**src/assert_macros.svh**
```systemverilog
// ---------------------------------------------------------------------------
// assert_macros.svh
// Short forms for the concurrent assertions of the RTL blocks.
// ---------------------------------------------------------------------------
`ifndef ASSERT_MACROS_SVH
`define ASSERT_MACROS_SVH

// Same-cycle implication, sampled on the rising clock, off during reset
`define ASSERT_IMPL(lbl, clk, rstn, ante, cons, msg) \
    lbl: assert property (@(posedge clk) disable iff (!(rstn)) (ante) |-> (cons)) \
        else $error(msg);

// Next-cycle implication, sampled on the rising clock, off during reset
`define ASSERT_NEXT(lbl, clk, rstn, ante, cons, msg) \
    lbl: assert property (@(posedge clk) disable iff (!(rstn)) (ante) |=> (cons)) \
        else $error(msg);

`endif

```
**src/ate_pkg.sv**
```systemverilog
// ---------------------------------------------------------------------------
// ate_pkg
// Types, widths and request codes of the affine transform engine.
// ---------------------------------------------------------------------------
package ate_pkg;

    // Field widths
    localparam int REQ_W     = 2;
    localparam int IDX_W     = 4;
    localparam int FIX_W     = 32;
    localparam int NUM_ELEM  = 12;
    localparam int PROD_W    = 2 * FIX_W;

    // Stream payload widths (padded to whole bytes)
    localparam int S_TDATA_W = 136;
    localparam int M_TDATA_W = 96;

    // Default fraction width of the Q format
    localparam int FRAC_BITS_DEF = 16;

    // Request codes carried in s_tuser
    localparam logic [REQ_W-1:0] REQ_WRITE_A   = 2'd0;
    localparam logic [REQ_W-1:0] REQ_WRITE_B   = 2'd1;
    localparam logic [REQ_W-1:0] REQ_COMPOSE   = 2'd2;
    localparam logic [REQ_W-1:0] REQ_TRANSFORM = 2'd3;

    // Signed fixed-point element
    typedef logic signed [FIX_W-1:0] fix_t;

    // Saturation bounds of an element
    localparam fix_t FIX_MAX = 32'sh7FFF_FFFF;
    localparam fix_t FIX_MIN = 32'sh8000_0000;

endpackage

```
**src/affine_transform_engine.sv**
```systemverilog
// ---------------------------------------------------------------------------
// affine_transform_engine
// Two 3x4 Q-format affine matrices with element writes, composition A := A*B
// and point transform; compose and transform share one multiply-accumulate unit.
// ---------------------------------------------------------------------------
// Rate: the block takes one item at a time; s_tready is low while it works.
// An element write is stored on acceptance and the block stays idle. Every output
// element runs through the one 32x32 signed multiplier and its accumulator in order:
// load offset, three multiply/accumulate pairs, saturate. A point transform works
// out three elements and then waits until the output register is free; a compose
// works out all twelve elements of A, written back a row at a time. Products
// are truncated toward zero, sums saturate to 32 bits, and m_tuser flags a
// clipped coordinate.
// ---------------------------------------------------------------------------
module affine_transform_engine #(
    parameter int FRAC_BITS = ate_pkg::FRAC_BITS_DEF
) (
    input  logic                          aclk,
    input  logic                          aresetn,
    input  logic                          s_tvalid,
    output logic                          s_tready,
    // s_tdata: elem_index[3:0], elem_value[35:4], point_x[67:36],
    //          point_y[99:68], point_z[131:100], zero pad[135:132]
    input  logic [ate_pkg::S_TDATA_W-1:0] s_tdata,
    // s_tuser: req_type[1:0]
    input  logic [ate_pkg::REQ_W-1:0]     s_tuser,
    output logic                          m_tvalid,
    input  logic                          m_tready,
    // m_tdata: out_x[31:0], out_y[63:32], out_z[95:64]
    output logic [ate_pkg::M_TDATA_W-1:0] m_tdata,
    // m_tuser: saturated[0]
    output logic                          m_tuser
);
    import ate_pkg::*;

    localparam int SH_W  = PROD_W - FRAC_BITS;
    localparam int ACC_W = SH_W + 2;

    localparam logic signed [ACC_W-1:0] ACC_MAX = {{(ACC_W-FIX_W+1){1'b0}}, {(FIX_W-1){1'b1}}};
    localparam logic signed [ACC_W-1:0] ACC_MIN = {{(ACC_W-FIX_W+1){1'b1}}, {(FIX_W-1){1'b0}}};

    // Sequencer states
    localparam logic [2:0] ST_IDLE = 3'd0;
    localparam logic [2:0] ST_INIT = 3'd1;
    localparam logic [2:0] ST_MUL  = 3'd2;
    localparam logic [2:0] ST_ACC  = 3'd3;
    localparam logic [2:0] ST_SAT  = 3'd4;
    localparam logic [2:0] ST_HOLD = 3'd5;

    localparam logic [1:0] LAST_TERM = 2'd2;
    localparam logic [1:0] LAST_ROW  = 2'd2;
    localparam logic [1:0] LAST_COL  = 2'd3;

    // Input field views
    logic [IDX_W-1:0] in_idx;
    fix_t             in_val;
    fix_t             in_px;
    fix_t             in_py;
    fix_t             in_pz;

    assign in_idx = s_tdata[3:0];
    assign in_val = s_tdata[35:4];
    assign in_px  = s_tdata[67:36];
    assign in_py  = s_tdata[99:68];
    assign in_pz  = s_tdata[131:100];

    // Storage
    fix_t mat_a_reg [NUM_ELEM];
    fix_t mat_b_reg [NUM_ELEM];
    fix_t point_reg [3];
    fix_t coord_reg [3];
    fix_t rowbuf_reg [3];
    logic compose_ovf_reg;

    // Sequencer and datapath registers
    logic [2:0]                state_reg;
    logic                      is_compose_reg;
    logic [1:0]                row_reg;
    logic [1:0]                col_reg;
    logic [1:0]                k_reg;
    logic                      clip_reg;
    logic signed [PROD_W-1:0]  prod_reg;
    logic signed [ACC_W-1:0]   acc_reg;
    logic                      m_tvalid_reg;
    logic [M_TDATA_W-1:0]      m_tdata_reg;
    logic                      m_tuser_reg;

    logic                      s_fire;
    logic                      out_free;
    logic [IDX_W-1:0]          a_addr;
    fix_t                      a_opnd;
    fix_t                      b_opnd;
    fix_t                      bias;
    logic [SH_W-1:0]           prod_sh;
    logic                      prod_corr;
    logic signed [ACC_W-1:0]   acc_next;
    logic                      sat_hi;
    logic                      sat_lo;
    fix_t                      sat_val;
    logic                      clip_next;
    logic                      fin_compose;

    assign s_tready = (state_reg == ST_IDLE);
    assign s_fire   = s_tvalid && s_tready;
    assign out_free = !m_tvalid_reg || m_tready;

    // Select operands: one read of A per cycle, offset column in ST_INIT
    assign a_addr = (state_reg == ST_INIT) ? {row_reg, 2'd3} : {row_reg, k_reg};
    assign a_opnd = mat_a_reg[a_addr];
    assign b_opnd = is_compose_reg ? mat_b_reg[{k_reg, col_reg}] : point_reg[k_reg];
    assign bias   = (!is_compose_reg || (col_reg == LAST_COL)) ? a_opnd : '0;

    // Truncate product toward zero: floor shift plus one for a negative inexact value
    assign prod_sh   = prod_reg[PROD_W-1:FRAC_BITS];
    assign prod_corr = prod_reg[PROD_W-1] && (|prod_reg[FRAC_BITS-1:0]);
    assign acc_next  = acc_reg + $signed({{2{prod_sh[SH_W-1]}}, prod_sh})
                     + $signed({{(ACC_W-1){1'b0}}, prod_corr});

    // Saturate the finished sum
    always_comb begin
        sat_hi = (acc_reg > ACC_MAX);
        sat_lo = (acc_reg < ACC_MIN);
        priority if (sat_hi) begin
            sat_val = FIX_MAX;
        end else if (sat_lo) begin
            sat_val = FIX_MIN;
        end else begin
            sat_val = acc_reg[FIX_W-1:0];
        end
        clip_next = clip_reg || sat_hi || sat_lo;
    end

    assign fin_compose = (state_reg == ST_SAT) && is_compose_reg
                      && (col_reg == LAST_COL) && (row_reg == LAST_ROW);

    // Matrix store: host writes and compose write-back, row at a time
    always_ff @(posedge aclk) begin
        if (!aresetn) begin
            for (int i = 0; i < NUM_ELEM; i++) begin
                mat_a_reg[i] <= '0;
                mat_b_reg[i] <= '0;
            end
            compose_ovf_reg <= 1'b0;
        end else begin
            if (s_fire && (in_idx < IDX_W'(NUM_ELEM))) begin
                if (s_tuser == REQ_WRITE_A) begin
                    mat_a_reg[in_idx] <= in_val;
                end
                if (s_tuser == REQ_WRITE_B) begin
                    mat_b_reg[in_idx] <= in_val;
                end
            end
            if ((state_reg == ST_SAT) && is_compose_reg && (col_reg == LAST_COL)) begin
                mat_a_reg[{row_reg, 2'd0}] <= rowbuf_reg[0];
                mat_a_reg[{row_reg, 2'd1}] <= rowbuf_reg[1];
                mat_a_reg[{row_reg, 2'd2}] <= rowbuf_reg[2];
                mat_a_reg[{row_reg, 2'd3}] <= sat_val;
            end
            if (fin_compose) begin
                compose_ovf_reg <= clip_next;
            end
        end
    end

    // Payload registers: point, per-element results, product, accumulator, output data
    always_ff @(posedge aclk) begin
        if (s_fire) begin
            point_reg[0] <= in_px;
            point_reg[1] <= in_py;
            point_reg[2] <= in_pz;
        end
        if (state_reg == ST_INIT) begin
            acc_reg <= $signed({{(ACC_W-FIX_W){bias[FIX_W-1]}}, bias});
        end else if (state_reg == ST_ACC) begin
            acc_reg <= acc_next;
        end
        if (state_reg == ST_MUL) begin
            prod_reg <= a_opnd * b_opnd;
        end
        if (state_reg == ST_SAT) begin
            if (is_compose_reg) begin
                if (col_reg != LAST_COL) begin
                    rowbuf_reg[col_reg] <= sat_val;
                end
            end else begin
                coord_reg[row_reg] <= sat_val;
            end
        end
        if ((state_reg == ST_HOLD) && out_free) begin
            m_tdata_reg <= {coord_reg[2], coord_reg[1], coord_reg[0]};
            m_tuser_reg <= clip_reg;
        end
    end

    // Sequencer: rows, columns and terms of one request
    always_ff @(posedge aclk) begin
        if (!aresetn) begin
            state_reg      <= ST_IDLE;
            is_compose_reg <= 1'b0;
            row_reg        <= '0;
            col_reg        <= '0;
            k_reg          <= '0;
            clip_reg       <= 1'b0;
            m_tvalid_reg   <= 1'b0;
        end else begin
            // Raise valid on a new result, drop it once the item is taken
            if ((state_reg == ST_HOLD) && out_free) begin
                m_tvalid_reg <= 1'b1;
            end else if (m_tvalid_reg && m_tready) begin
                m_tvalid_reg <= 1'b0;
            end
            unique case (state_reg)
                ST_IDLE: begin
                    if (s_fire && ((s_tuser == REQ_COMPOSE) || (s_tuser == REQ_TRANSFORM))) begin
                        is_compose_reg <= (s_tuser == REQ_COMPOSE);
                        row_reg        <= '0;
                        col_reg        <= '0;
                        clip_reg       <= 1'b0;
                        state_reg      <= ST_INIT;
                    end
                end
                ST_INIT: begin
                    k_reg     <= '0;
                    state_reg <= ST_MUL;
                end
                ST_MUL: begin
                    state_reg <= ST_ACC;
                end
                ST_ACC: begin
                    if (k_reg == LAST_TERM) begin
                        state_reg <= ST_SAT;
                    end else begin
                        k_reg     <= k_reg + 2'd1;
                        state_reg <= ST_MUL;
                    end
                end
                ST_SAT: begin
                    clip_reg <= clip_next;
                    if (is_compose_reg) begin
                        if (col_reg == LAST_COL) begin
                            col_reg <= '0;
                            if (row_reg == LAST_ROW) begin
                                state_reg <= ST_IDLE;
                            end else begin
                                row_reg   <= row_reg + 2'd1;
                                state_reg <= ST_INIT;
                            end
                        end else begin
                            col_reg   <= col_reg + 2'd1;
                            state_reg <= ST_INIT;
                        end
                    end else if (row_reg == LAST_ROW) begin
                        state_reg <= ST_HOLD;
                    end else begin
                        row_reg   <= row_reg + 2'd1;
                        state_reg <= ST_INIT;
                    end
                end
                ST_HOLD: begin
                    if (out_free) begin
                        state_reg <= ST_IDLE;
                    end
                end
                default: begin
                    state_reg <= ST_IDLE;
                end
            endcase
        end
    end

    assign m_tvalid = m_tvalid_reg;
    assign m_tdata  = m_tdata_reg;
    assign m_tuser  = m_tuser_reg;

    // Checks
`include "assert_macros.svh"

    `ASSERT_IMPL(a_load_free, aclk, aresetn, (state_reg == ST_HOLD) && out_free && m_tvalid_reg, m_tready, "result loaded over an untaken result")
    `ASSERT_IMPL(a_term_range, aclk, aresetn, (state_reg == ST_MUL) || (state_reg == ST_ACC), k_reg != 2'd3, "term counter out of range")
    `ASSERT_NEXT(a_ovf_track, aclk, aresetn, fin_compose, compose_ovf_reg == $past(clip_next), "compose overflow flag not updated")
    `ASSERT_IMPL(a_sat_bound, aclk, aresetn, m_tvalid && m_tuser, (m_tdata[31:0] == FIX_MAX) || (m_tdata[31:0] == FIX_MIN) || (m_tdata[63:32] == FIX_MAX) || (m_tdata[63:32] == FIX_MIN) || (m_tdata[95:64] == FIX_MAX) || (m_tdata[95:64] == FIX_MIN), "saturated flag without a clipped coordinate")

endmodule

```
**config.mk**
```make
export PLATFORM = sky130hd
export DESIGN_NAME = affine_transform_engine
export DESIGN_NICKNAME = d
export VERILOG_FILES = /design/src/ate_pkg.sv /design/src/affine_transform_engine.sv
export VERILOG_INCLUDE_DIRS = /design/src /design/src/src
export SDC_FILE = /design/constraint.sdc
export NUM_CORES = 2
export LEC_CHECK = 0
export ABC_AREA = 1
export BUFFER_PORTS_ARGS = -buffer_cell sky130_fd_sc_hd__buf_2
export CAP_MARGIN = 10
export CORE_MARGIN = 10
export CORE_UTILIZATION = 43
export DETAILED_ROUTE_END_ITERATION = 10
export PLACE_DENSITY = 0.64
export SKIP_LAST_GASP = 1
export SYNTH_ARGS = -nofsm -noshare
export SYNTH_HDL_FRONTEND = slang
export SYNTH_SLANG_ARGS = --single-unit
```
**constraint.sdc**
```tcl
create_clock -name aclk -period 8.08 [get_ports aclk]
set_input_delay 1.616 -clock aclk [delete_from_list [all_inputs] [get_ports aclk]]
set_output_delay 1.616 -clock aclk [all_outputs]
set_load 0.005 [all_outputs]
```
After elaboration in Yosys (flattened, before gate mapping)
Memories as Yosys holds them, arrays and structs flattened. A register that Yosys moved wholly into a read port is not among the register bits.
Cells that the tools add are included.
Storage, ports and cells
  logic and storage cells: 144
  memories: 5
  output and inout port bits: 99
  RAM bits: 1056
  bits in registers: 127
  input bits: 142
Memory list
  mat_a_reg: words 12, width 32, rd ports 1, clocked after memory_dff 0, wr ports 12, RTL line affine_transform_engine.sv:68  | fix_t mat_a_reg [NUM_ELEM];
  mat_b_reg: words 12, width 32, rd ports 1, clocked after memory_dff 0, wr ports 12, RTL line affine_transform_engine.sv:69  | fix_t mat_b_reg [NUM_ELEM];
  coord_reg: words 3, width 32, rd ports 3, clocked after memory_dff 3, wr ports 1, RTL line affine_transform_engine.sv:71  | fix_t coord_reg [3];
  point_reg: words 3, width 32, rd ports 1, clocked after memory_dff 1, wr ports 3, RTL line affine_transform_engine.sv:70  | fix_t point_reg [3];
  rowbuf_reg: words 3, width 32, rd ports 3, clocked after memory_dff 0, wr ports 1, RTL line affine_transform_engine.sv:72  | fix_t rowbuf_reg [3];
Operators by class
  mux-type cells: 70
  reductions and logical operators: 33
  equal/unequal tests: 17
  multiply operators: 1
  order comparisons: 3
  add/subtract/negate cells: 5
Operators by type and width (count)
  two-way mux 32 bit: 10
  OR reduction 32 bit: 6
  two-way mux 50 bit: 2
  multiplier 32 x 32 -> 64 bit: 1
  adder 50 x 2 -> 50 bit: 1
  adder 50 x 48 -> 50 bit: 1
  > comparator 50 x 32 -> 1 bit, second input constant: 1
  less-than comparator 50 x 32 -> 1 bit, second input constant: 1
  two-way mux 1 bit: 31
  two-way mux 4 bit: 6
  two-way mux 2 bit: 10
  two-way mux 3 bit: 6
  one-hot mux 3 bit (6 select lines): 1
  OR reduction 16 bit: 1
  one-hot mux 2 bit (2 select lines): 3
  equality test 2 bit, second input constant: 5
  logical AND 1 bit: 8
  != test 2 bit, second input constant: 4
  AND reduction 2 bit: 4
  adder 2 x 1 -> 2 bit, second input constant: 3
  equality test 3 x 2 -> 1 bit, second input constant: 2
  equality test 3 bit, second input constant: 2
  AND reduction 3 bit: 2
  nonzero test 2 bit: 3
  other kinds (10): 15

Depth between registers and ports, before layout
  depth in word-level cells: 9
  mapped depth: 43
  gate-level depth less buffers: 40

Least setup slack after synthesis
Ideal clock, no wire load.
  kind: reg-to-reg
  from: reg state_reg[0]
  to: reg prod_reg[55] (data pin)
  data required time: 7.826 ns
  arrival: 8.666 ns
  path buffers: 3
  slack: -0.840 ns
  period minus slack after synthesis: 8.920 ns
  cell stages (with the launch flop): 38
  library setup time: 0.254 ns
  path through: dfxtp_1 inv_2 nor2_4 nand2_4 nand2_2 buf_2 buf_2 o211ai_1 nand3_1 nand3_1 nand2_2 inv_2 buf_6 nor2_1 fa_1 inv_1 fa_1 inv_1 [... 2 more ...] inv_1 fa_1 inv_1 fa_1 inv_1 fa_1 inv_1 fa_1 ha_1 nand2_1 nor2_1 inv_1 nor2_1 nand2_1 nor4_1 nand2_1 nand4_1 nand2_1
On the way
  longest elaborated chain between the ends: 4
Ends and longest elaborated chain
  start: declaration: RTL line affine_transform_engine.sv:76  | logic [2:0] state_reg;
  start signal: assignment: RTL line affine_transform_engine.sv:198  | state_reg <= ST_IDLE;
  start signal: assignment: RTL line affine_transform_engine.sv:219  | state_reg <= ST_INIT;
  start signal: assignment: RTL line affine_transform_engine.sv:224  | state_reg <= ST_MUL;
  equality test 3 x 1 -> 1 bit: RTL line affine_transform_engine.sv:108  | assign a_addr = (state_reg == ST_INIT) ? {row_reg, 2'd3} : {row_reg, k_reg};
  two-way mux 2 bit: RTL line affine_transform_engine.sv:108
  memory read (12 x 32 bit)
  multiplier 32 x 32 -> 64 bit: RTL line affine_transform_engine.sv:178  | prod_reg <= a_opnd * b_opnd;
  end signal: assignment: RTL line affine_transform_engine.sv:178
  end: declaration: RTL line affine_transform_engine.sv:82  | logic signed [PROD_W-1:0] prod_reg;
No other way between the ends.
A chain may end at the register's enable or synchronous reset.

Final worst setup path
  from: reg col_reg[1]
  to: reg prod_reg[44] (data pin)
On the way
  longest elaborated chain between the ends: 3
Ends and longest elaborated chain
  start: declaration: RTL line affine_transform_engine.sv:79  | logic [1:0] col_reg;
  start signal: assignment: RTL line affine_transform_engine.sv:249  | col_reg <= col_reg + 2'd1;
  memory read (12 x 32 bit)
  two-way mux 32 bit: RTL line affine_transform_engine.sv:110  | assign b_opnd = is_compose_reg ? mat_b_reg[{k_reg, col_reg}] : point_reg[k_reg];
  multiplier 32 x 32 -> 64 bit: RTL line affine_transform_engine.sv:178
No other way between the ends.

==> results.md <==
* Status: complete, but fails checks
* Failing checks: setup timing
* Port bufs at 236
* Initial Util at 0.4316
* Via-to-Cell Ratio at 5.567
* Final Wtd Congestion at 1.004
* Area after DPL at 117300 sq um
* Initial antenna violation count at 21
* # fillers at 22039
* Number of synthesis warnings at 0
* Max-slew violation count at 0
* Ys flop type: edfxtp_1
* Crit path kind: reg2reg
* Critical Path Most Common Cell: fa_1
* Drc violations at 0
* Nets@finish at 13429
* Tightest Pin Transition at 1.269 ns
* Die H at 516.4 um
* Register Area at 46030 sq um
* Post-DP HPWL at 281.4 mm
* Async SR Flop Fraction at 0
* Sequential share of the synthesized area at 0.4343
* Largest net degree at the start of global routing at 129
* Share of the clock period used by the worst path at 1.035
* Crit end category: flip-flop
* DRT Pass-1 Iters at 9
* Sum Neg Setup Slack at -5.856 ns
* Fmax at 119.6 MHz
* RSZ-0062 raised after global routing: true
* Die Wd at 516.4 um
* Hold Crit Endpoint: m_tdata[4]
* Skew-Pair Late Insertion Delay at 0.82 ns
* Crit. path cell count at 35
* Worst path required time at 8.59 ns
* Netlist cell types at 51
* Crit Path Max Fanout at 9
* Clock Path Buffers at 3
* Layout cell share with drive strength beyond 1 at 0.1622
* Reg clk slew, reported paths at 0.06 ns
* First-pass GRT wire length at 563.0 mm
* Core Area at 245500 sq um
* DP Cell Count at 14934
* Slowest-stage cell, CP: fa_1
* Final instance area at 126000 sq um
* Slowest Stage Delay on Critical Path at 0.65 ns
* Top Ports at 241
* Hold_buf cts at 0
* CTS Sinks at 1537
* R2R setup slack at -0.28 ns
* Final Setup Violations at 38
* Non-filler instance count after layout at 15315
* Drt wl/cell at 25.20 um
* R2R cell count at 35
* Worst path bufs/invs at 13
* GRT Overall Usage at 0.2856
* Detail Route Antenna Nets at 0
* Drt total wl at 386.0 mm
* Number of flops mapped to enable cells by yosys at 1523
* Clock skew at 0.04806 ns
* Mapped Cells at 11083
* GR Overflow Total at 0
* Type of the most critical hold path: reg2reg
* Worst setup margin at -0.2806 ns
* Hold Startpoint: coord_reg[0][4]
* Crit start category: flip-flop
* Full die area at 266700 sq um
* Critical R2R Launch: col_reg[1]
* CTS root buf: clkbuf_16
* # rows at 182
* H-tree depth at 4
* Number of synthesized register bits at 1537
* Worst EP arrival at 8.88 ns
* Crit path max-delay family: adder cells
* Vias at 85262
* Hold path cells at 0
* Multi-input gate area at 53370 sq um
* Area delta synth->final at 18.88%
* TritonCTS clock tree: done
* Syn avg cell area at 9.560 sq um
* Vias in the first global route at 86270
* CTS Buf Count at 155
* Initial drt markers at 9951
* Max Cap Viol at 0
* Fin Hold WS at 0.4168 ns
* Worst slew margin at 0.1508
* Minimum clock period at 8.361 ns
* Worst R2R End: prod_reg[44]
* Cell area after synthesis at 106000 sq um
* Fin. Hold Viols at 0
## per-layer routing
metal  share of wire  vias up  GRT usage  routed length, um
li1                -    37051          -                  -
met1            0.38    42158     0.3773             146900
met2            0.45     5069     0.4440             172700
met3            0.11      980    0.06716              43600
met4           0.059        4     0.1388              22700
met5        0.000062        -          0                 24
## worst reg2reg max path, delay by kind of cell (launching register included)
kind	cells	cell delay, ns
adder cells (fa/ha/maj)	9	4.41
AND/OR/NAND/NOR	10	1.06
AO/OA/AOI/OAI	2	0.38
XOR/XNOR	1	0.24
buffers and inverters	13	1.66
flip-flops	1	0.35
## Yosys cell counts, drive strengths merged (23+ instances only)
master,instances,area (sq um)
o211ai,36,280.3
ha,240,3003
edfxtp,1523,45730
inv,1646,6183
clkbuf,251,942.2
buf,347,2049
o21ai,488,2521
xor2,55,481.7
nor3,25,125.1
nor2,1472,5540
nand4,42,262.8
fa,1084,21700
nand3,766,3834
o21bai,23,172.7
a21oi,270,1355
nand2,2497,9468
o22ai,203,1270
## how the worst max path moves through the flow
| stage | start | endpoint |
|---|---|---|
| final | col_reg[1] | prod_reg[44] |
| after global routing | col_reg[0] | prod_reg[61] |
| after CTS | col_reg[0] | prod_reg[62] |
| after detailed placement | col_reg[1] | prod_reg[57] |
| after global placement | col_reg[1] | prod_reg[57] |
| after floorplan | state_reg[0] | prod_reg[61] |
## cell usage in the layout (no fill, tap or decap), drive strengths merged, types with 2 or more instances in the layout
cell and n:
nand2 2500, inv 1652, edfxtp 1523, nor2 1472
buf 1179, fa 1084, nand3 766, o21ai 488
a21oi 270, ha 240, o22ai 203, clkbuf 186
conb 128, clkinv 64, xor2 55, nand4 42
o211ai 36, nor3 25, o21bai 23, bufinv 21
a22oi 15, dfxtp 14, a21boi 13, nand3b 11
nor4 11, diode 10, bufbuf 10, o311ai 10
clkinvlp 9, xnor2 8, o221ai 6, a21o 5
and2 3, a211oi 3, o21a 3, or2 2
## cell type report
cell class | instances | area share
Antenna cell | 10 | 0.0001987
Multi-Input combinational cell | 7427 | 0.4237
Clock buffer | 186 | 0.03238
Timing Repair Buffer | 1189 | 0.08690
Sequential cell | 1537 | 0.3654
Timing Repair inverter | 2 | 0.0001391
Tap cell | 3220 | 0.03198
Inverter | 1651 | 0.05034
Clock inverter | 93 | 0.008900
## timing repair
item / CTS / global route
cloned: 20 / 0
resized for setup: 501 / 119
buffers inserted: 70 / 2
pin swaps: 116 / 33
setup endpoints to repair: 49 / 52
## per-stage QoR
step	utilization	worst slack, ns
5_1_grt	0.5131	-0.5023
4_1_cts	0.5112	-0.1701
6_report	0.5131	-0.2806
3_3_place_gp	0.4779	-0.7507
3_5_place_dp	0.4779	-0.8303
2_1_floorplan	-	-0.5441
## cell families after synthesis
logic type,Yosys count,synth area share
AOI/OAI and AO/OA,1078,0.05718
DFF,1537,0.4343
other,1,0.00003539
buffers and inverters,2249,0.08677
adders and majority gates,1324,0.2331
and+or+nand+nor,4831,0.1834
xor gates and xnor gates,63,0.005208
Power is left out: the tool's default activity adds up to more than one toggle a clock period on the data nets, which glitch-free logic cannot reach.
